### src/rtl/mctt_pkg.sv
// Shared types and constants for the multi-channel timeout table.
// Holds the channel count, item codes and the input and result beat structs.
// No dependencies.
package mctt_pkg;

    localparam int CHANNELS    = 8;
    localparam int MAX_RESULTS = 8;
    localparam int IDX_W       = (CHANNELS > 1) ? $clog2(CHANNELS) : 1;
    localparam int HITS_W      = $clog2(MAX_RESULTS + 1);

    localparam logic [31:0] EXPIRY_LIMIT = 32'h7FFF_FFFF;
    localparam logic [31:0] DELAY_NOW    = 32'hFFFF_FFFF;

    localparam logic [1:0] MODE_TICK = 2'd0;
    localparam logic [1:0] MODE_ARM  = 2'd1;
    localparam logic [1:0] MODE_SCAN = 2'd2;
    localparam logic [1:0] MODE_RSVD = 2'd3;

    typedef struct packed {
        logic [1:0]  mode;
        logic [2:0]  channel;
        logic [31:0] delay_ticks;
    } in_item_t;

    typedef struct packed {
        logic        fired;
        logic [2:0]  fired_channel;
        logic [31:0] tick_now;
        logic        last;
    } out_item_t;

endpackage

### src/rtl/multi_channel_timeout_table.sv
// Multi-channel timeout table: tick counter, deadline memory and scan sequencer.
// Depends on mctt_pkg.
//
// Usage: the input channel (s_valid/s_ready/s_data) takes one beat per item:
// tick, arm or scan. The result channel (m_valid/m_ready/m_data) returns the
// result beats of each item in order; the final beat of an item has last set.
// Tick, arm and unused codes give one beat, registered in the cycle after
// acceptance, and the next item may be accepted in the same cycle that beat
// is taken, so such items run at one per cycle while m_ready stays high.
// A scan reads the deadline memory one channel per cycle while the output
// register is free (one synchronous read port with registered read data).
// Each fired channel is held in a pending register until the next hit or
// the flush, so the last flag can be set on the final one; at most
// MAX_RESULTS channels are reported per scan.
// While a scan runs, s_ready is low. A stall on m_ready holds the output
// register and freezes the scan; s_ready stays low while a beat waits.
// Reset clears the tick counter, all armed flags and the output valid flag;
// deadlines need no clearing since an unarmed channel never uses its entry.
module multi_channel_timeout_table
    import mctt_pkg::*;
(
    input  logic      aclk,
    input  logic      aresetn,
    input  logic      s_valid,
    output logic      s_ready,
    input  in_item_t  s_data,
    output logic      m_valid,
    input  logic      m_ready,
    output out_item_t m_data
);

    typedef enum logic [2:0] {
        ST_IDLE  = 3'b001,
        ST_SCAN  = 3'b010,
        ST_FLUSH = 3'b100
    } state_t;

    localparam logic [IDX_W-1:0]  LAST_IDX = IDX_W'(CHANNELS - 1);
    localparam logic [HITS_W-1:0] HITS_MAX = HITS_W'(MAX_RESULTS - 1);

    state_t                state_reg, state_next;
    logic [31:0]           tick_reg, tick_next;
    logic [CHANNELS-1:0]   armed_reg, armed_next;
    logic [IDX_W-1:0]      scan_idx_reg, scan_idx_next;
    logic [HITS_W-1:0]     hits_reg, hits_next;
    logic                  pend_valid_reg, pend_valid_next;
    logic [IDX_W-1:0]      pend_ch_reg, pend_ch_next;
    logic                  m_valid_reg, m_valid_next;
    out_item_t             m_data_reg;

    logic [31:0]           dl_mem [CHANNELS];
    logic [31:0]           ram_q_reg;
    logic [IDX_W-1:0]      rd_addr;
    logic                  mem_we;
    logic [IDX_W-1:0]      mem_waddr;
    logic [31:0]           mem_wdata;

    logic                  out_free;
    logic                  accept;
    logic                  hit;
    logic                  scan_end;
    logic                  push;
    out_item_t             push_data;
    logic [31:0]           age;

    assign out_free = !m_valid_reg || m_ready;
    assign s_ready  = (state_reg == ST_IDLE) && out_free;
    assign accept   = s_valid && s_ready;
    assign age      = tick_reg - ram_q_reg;
    assign hit      = armed_reg[scan_idx_reg] && (age < EXPIRY_LIMIT);
    assign scan_end = (scan_idx_reg == LAST_IDX) || (hit && (hits_reg == HITS_MAX));

    always_comb begin
        state_next      = state_reg;
        tick_next       = tick_reg;
        armed_next      = armed_reg;
        scan_idx_next   = scan_idx_reg;
        hits_next       = hits_reg;
        pend_valid_next = pend_valid_reg;
        pend_ch_next    = pend_ch_reg;
        push            = 1'b0;
        push_data       = '0;
        rd_addr         = '0;
        mem_we          = 1'b0;
        mem_waddr       = IDX_W'(s_data.channel);
        mem_wdata       = (s_data.delay_ticks == DELAY_NOW) ? tick_reg
                                                            : tick_reg + s_data.delay_ticks;
        unique case (state_reg)
            ST_IDLE: begin
                if (accept) begin
                    push           = 1'b1;
                    push_data.last = 1'b1;
                    priority if (s_data.mode == MODE_TICK) begin
                        tick_next = tick_reg + 32'd1;
                    end else if (s_data.mode == MODE_ARM) begin
                        if (32'(s_data.channel) < CHANNELS) begin
                            mem_we                = 1'b1;
                            armed_next[mem_waddr] = (s_data.delay_ticks != '0);
                        end
                    end else if (s_data.mode == MODE_SCAN) begin
                        // memory already reads channel zero; first compare next cycle
                        push            = 1'b0;
                        state_next      = ST_SCAN;
                        scan_idx_next   = '0;
                        hits_next       = '0;
                        pend_valid_next = 1'b0;
                    end else begin
                        tick_next = tick_reg;
                    end
                end
            end
            ST_SCAN: begin
                rd_addr = scan_idx_reg;
                if (out_free) begin
                    if (hit) begin
                        armed_next[scan_idx_reg] = 1'b0;
                        hits_next                = hits_reg + HITS_W'(1);
                        pend_valid_next          = 1'b1;
                        pend_ch_next             = scan_idx_reg;
                        // a newer hit means the held one is not final
                        if (pend_valid_reg) begin
                            push                    = 1'b1;
                            push_data.fired         = 1'b1;
                            push_data.fired_channel = 3'(pend_ch_reg);
                            push_data.last          = 1'b0;
                        end
                    end
                    if (scan_end) begin
                        state_next = ST_FLUSH;
                    end else begin
                        scan_idx_next = scan_idx_reg + IDX_W'(1);
                        rd_addr       = scan_idx_reg + IDX_W'(1);
                    end
                end
            end
            ST_FLUSH: begin
                if (out_free) begin
                    push                    = 1'b1;
                    push_data.fired         = pend_valid_reg;
                    push_data.fired_channel = pend_valid_reg ? 3'(pend_ch_reg) : 3'd0;
                    push_data.last          = 1'b1;
                    state_next              = ST_IDLE;
                end
            end
            default: begin
                state_next = ST_IDLE;
            end
        endcase
        push_data.tick_now = tick_next;
        m_valid_next = push ? 1'b1 : (m_ready ? 1'b0 : m_valid_reg);
    end

    // deadline memory: one write port, one registered read port
    always_ff @(posedge aclk) begin
        if (mem_we) begin
            dl_mem[mem_waddr] <= mem_wdata;
        end
        ram_q_reg <= dl_mem[rd_addr];
    end

    always_ff @(posedge aclk) begin
        if (!aresetn) begin
            state_reg      <= ST_IDLE;
            tick_reg       <= '0;
            armed_reg      <= '0;
            scan_idx_reg   <= '0;
            hits_reg       <= '0;
            pend_valid_reg <= 1'b0;
            m_valid_reg    <= 1'b0;
        end else begin
            state_reg      <= state_next;
            tick_reg       <= tick_next;
            armed_reg      <= armed_next;
            scan_idx_reg   <= scan_idx_next;
            hits_reg       <= hits_next;
            pend_valid_reg <= pend_valid_next;
            m_valid_reg    <= m_valid_next;
        end
    end

    always_ff @(posedge aclk) begin
        pend_ch_reg <= pend_ch_next;
        if (push) begin
            m_data_reg <= push_data;
        end
    end

    assign m_valid = m_valid_reg;
    assign m_data  = m_data_reg;

endmodule

### config.mk
export PLATFORM = sky130hd
export DESIGN_NAME = multi_channel_timeout_table
export DESIGN_NICKNAME = d
export VERILOG_FILES = /design/src/rtl/mctt_pkg.sv /design/src/rtl/multi_channel_timeout_table.sv
export SDC_FILE = /design/constraint.sdc
export NUM_CORES = 1
export LEC_CHECK = 0
export ABC_AREA = 1
export BUFFER_PORTS_ARGS = -buffer_cell sky130_fd_sc_hd__buf_2
export CAP_MARGIN = 25
export CORE_ASPECT_RATIO = 0.5
export CORE_MARGIN = 5
export CORE_UTILIZATION = 40
export CTS_CLUSTER_SIZE = 30
export DETAILED_ROUTE_END_ITERATION = 7
export GPL_TIMING_DRIVEN = 0
export MAX_ROUTING_LAYER = met4
export PLACE_DENSITY = 0.6
export REMOVE_ABC_BUFFERS = 1
export SETUP_SLACK_MARGIN = 0.4
export SYNTH_ARGS = -nofsm -noshare
export SYNTH_HDL_FRONTEND = slang
export SYNTH_SLANG_ARGS = --single-unit
### constraint.sdc
create_clock -name aclk -period 5.29 [get_ports aclk]
set_clock_uncertainty 0.05 [all_clocks]
set_input_delay 0.7935 -clock aclk [delete_from_list [all_inputs] [get_ports aclk]]
set_output_delay 0.7935 -clock aclk [all_outputs]
set_load 0.05 [all_outputs]
==> parameters.txt <==
Parameter                              Value

Outcome
  Run status    complete, no violations

Timing
  Slew margin rel.    0.299
  Final hold violation count    0
  Highest attainable clock frequency    221 MHz
  Fin worst setup slack    0.771 ns
  Number of pins with negative max-slew slack in the final report    0
  Setup violation total in the final timing report    0
  Slew at the pin closest to its max-slew limit    around 1.0 ns
  Minimum period implied by the final worst setup slack    about 4.5 ns
  Post-route fraction of the period consumed by the critical path    0.854
  Setup repair after global routing missed its margin    false

Final layout
  Flip-flop count of the largest register after layout    256
  Ant diodes    0
  Filler instances    5012
  Total number of nets in the final design    2793
  Ratio of cells with drive above 1 in the final layout    0.0841
  Final core utilization    0.462
  Layout area overhead    13.8%

Critical path
  Reg2Reg Setup Slack    0.77 ns
  Count of cell instances traversed by the critical path    25
  Destination of the worst register-to-register timing path    ram_q_reg[26]
  FF-to-FF Start    tick_reg[0]
  Most numerous cell on the critical path    sky130_fd_sc_hd__nand2_1
  Required time of the worst setup path    5.67 ns
  Start-to-end type of the worst setup path    reg2reg
  Endpoint type of the worst setup path    flip-flop
  CP Max Fanout    65
  Category of the worst setup path launch point    flip-flop
  Slowest stage cell on the critical path    sky130_fd_sc_hd__nand2_4
  Maximum single-stage delay on the critical path    0.76 ns
  Critical path startpoint    tick_reg[0]
  Buffers and inverters on the worst path    3
  Gate family responsible for the most delay along the worst path    simple AND/OR/NAND/NOR gates
  Data arrival time of the critical path    4.90 ns
  Depth of the worst register-to-register path    25

Synth
  Async S/R FF share, synth    0
  Post-synthesis instance area    ~21000 sq um
  Largest area contributor in the netlist    sky130_fd_sc_hd__edfxtp_1
  Count of cell types in the netlist    between 40 and 50
  Flip-flop and latch count after synthesis    between 300 and 400
  Commonest register cell after synthesis    sky130_fd_sc_hd__edfxtp_1
  Post-synth top cells    691 x sky130_fd_sc_hd__nand2_1, 542 x sky130_fd_sc_hd__inv_1, 296 x sky130_fd_sc_hd__edfxtp_1
  Most frequently used cell type in the post-synthesis netlist    sky130_fd_sc_hd__nand2_1
  Per-instance average area after synthesis    8.14 sq um
  Sequential fraction of the synthesis area    0.499
  Biggest area contributors in the synthesized netlist    sky130_fd_sc_hd__edfxtp_1 42%, sky130_fd_sc_hd__nand2_1 12%, sky130_fd_sc_hd__inv_1 9.6%, sky130_fd_sc_hd__dfxtp_1 7.9%, sky130_fd_sc_hd__nand4_1 4.8%
  Portion of synthesized cell area occupied by the leading cell type    0.420
  Cells after synthesis    2603
  Number of flops mapped to enable cells by yosys    slightly below 300
  Number of synthesis warnings    0

Drt
  Initial drt markers    1529
  DRC violations left    0
  Antenna violation net count after detailed routing    0
  Wire length per cell after detailed routing    between 15 and 20 microns
  Detail-routed via count per cell    5.11
  Router iterations before antenna repair    7
  Wire length after detailed routing    62400 microns
  Vias after detailed routing    17400

Die
  # IOs    80
  Die span in y    173 microns
  Die outline width    about 340 microns
  Effective utilization at floorplan    0.406
  Area enclosed by the die boundary    a little under 60000 sq um
  Count of standard-cell rows    59
  Core area    52200 sq um

GRT
  Number of global-route vias before repair    16200
  Gr usage total    0.213
  Total congestion overflow after global routing    0
  Largest net degree at the start of global routing    71
  Antenna violations before repair    0
  Global-route wire length before repair    94300 microns

Hold path
  Startpoint of the worst hold path    armed_reg[1]
  Class of the tightest hold or removal check    reg2reg
  Hold Path End    armed_reg[1]
  Worst Hold Path Cells    2

Power and ir drop
  Switching power total    2.41 mW
  Share of total power in the clock network    0.350
  Switching share of total power    0.308
  Peak supply drop    0.255 mV
  Proportion of power drawn by combinational gates    0.208
  Internal power component    5.40 mW
  Leakage power    11.0 nW
  PwrDens    324 nW/um^2
  Part of the power in registers    0.442

Clock tree
  TritonCTS clock tree    done
  Maximum buffer depth of the clock tree    3
  Number of buffers created by CTS    38
  Num Clock Sinks    380
  Clk slew on worst S/H paths    0.07 ns
  Number of buffers added to fix hold violations after cts    0
  Buffer cell driving the clock tree root    sky130_fd_sc_hd__clkbuf_16
  Clock network latency to the later pin of the worst-skew pair    0.55 ns
  H-Tree Depth    2

Place
  I/O Buffers    79
  Detail Placement HPWL    41900 microns
  Worst setup timing slack at the placement stage    -0.427 ns
  Placer Congestion    0.949

Job
  Max Cap Violations    0
-- power by group through the flow --
| stage | Sequential, mW | Clock (mW) | Combinational (mW) |
|---|---|---|---|
| after floorplan | 3.72 | 0 | 0.825 |
| after CTS | 3.45 | 2.79 | 1.61 |
| final | 3.45 | 2.74 | 1.62 |
| after global routing | 3.46 | 2.92 | 1.77 |
| after detailed placement | 3.51 | 0 | 1.56 |
| after global placement | 3.53 | 0 | 1.48 |
-- layer usage --
metal	vias to the layer above	track usage	routed length, microns
met5	-	-	0
met4	0	0.0517	1460
met3	97	0.0246	3560
met2	490	0.364	30200
met1	8194	0.274	27200
li1	8668	-	-
-- worst min-delay path, delay by kind of cell, from the launching register on --
family / cells / cell delay (ns)
compound gates: 1 / 0.05
buf+inv: 1 / 0.05
flops: 1 / 0.32
-- per-stage QoR --
stage                     TNS [ns]  hold WS (ns)  total power, mW  cell area [sq um]  cells
after floorplan            -610.78         0.387             4.54              20700   2515
after global placement    -1456.53         0.402             5.01              22000   3295
after detailed placement     -7.39         0.405             5.07              22600   3328
after CTS                        0         0.420             7.86              24000   3403
after global routing             0         0.433             8.14              24100   3413
final                            0         0.415             7.81              24100   3413
-- layout make-up --
cell class,instances,area [sq um],share of cell area
Multi-Input combinational cell,1591,8270,0.343
Inverter,550,2090,0.0869
Clock buffer,53,1110,0.0460
Clock inverter,16,161,0.00670
Sequential cell,380,10600,0.439
Tap cell,701,877,0.0364
Timing Repair Buffer,122,1020,0.0424
-- logic make-up (layout without fill, tap and decap cells) --
kind of cell | Yosys count | after routing | share of synthesized area
and+or+nand+nor | 1272 | 1278 | 0.268
buffers and inverters | 638 | 741 | 0.120
DFF | 380 | 380 | 0.499
AOI/OAI and AO/OA | 194 | 194 | 0.0502
adders and majority gates | 69 | 69 | 0.0415
xor gates and xnor gates | 50 | 50 | 0.0207
-- worst max-delay path by stage --
stage                    end  slack (ns)
2_1_floorplan   ram_q_reg[0]       -7.20
3_3_place_gp   ram_q_reg[27]      -17.04
3_5_place_dp   ram_q_reg[13]       -0.43
4_1_cts        ram_q_reg[31]        0.56
5_1_grt        ram_q_reg[16]        0.46
6_report       ram_q_reg[26]        0.77
-- placed cells by master, fill, tap and decap left out, types with 9 or more instances in the layout --
| cell | count |
|---|---|
| sky130_fd_sc_hd__nor2_1 | 112 |
| sky130_fd_sc_hd__buf_2 | 79 |
| sky130_fd_sc_hd__buf_4 | 10 |
| sky130_fd_sc_hd__ha_1 | 67 |
| sky130_fd_sc_hd__nor2_4 | 9 |
| sky130_fd_sc_hd__edfxtp_1 | 296 |
| sky130_fd_sc_hd__a21oi_1 | 87 |
| sky130_fd_sc_hd__nor3_1 | 38 |
| sky130_fd_sc_hd__nand2_1 | 690 |
| sky130_fd_sc_hd__xnor2_1 | 17 |
| sky130_fd_sc_hd__nor4_1 | 22 |
| sky130_fd_sc_hd__o21ai_0 | 57 |
| sky130_fd_sc_hd__clkbuf_16 | 41 |
| sky130_fd_sc_hd__buf_12 | 9 |
| sky130_fd_sc_hd__nand4_1 | 163 |
| sky130_fd_sc_hd__dfxtp_1 | 84 |
| sky130_fd_sc_hd__xor2_1 | 33 |
| sky130_fd_sc_hd__inv_1 | 541 |
| sky130_fd_sc_hd__o21ai_1 | 9 |
| sky130_fd_sc_hd__nand3_1 | 201 |
| sky130_fd_sc_hd__buf_6 | 9 |
-- timing repair --
action,4_1_cts,5_1_grt
buffers inserted,1,6
resized for setup,7,3
cloned,5,2
endpoints found under the setup margin,33,32
pin swaps,3,2
Power figures use the tool's default switching activity.
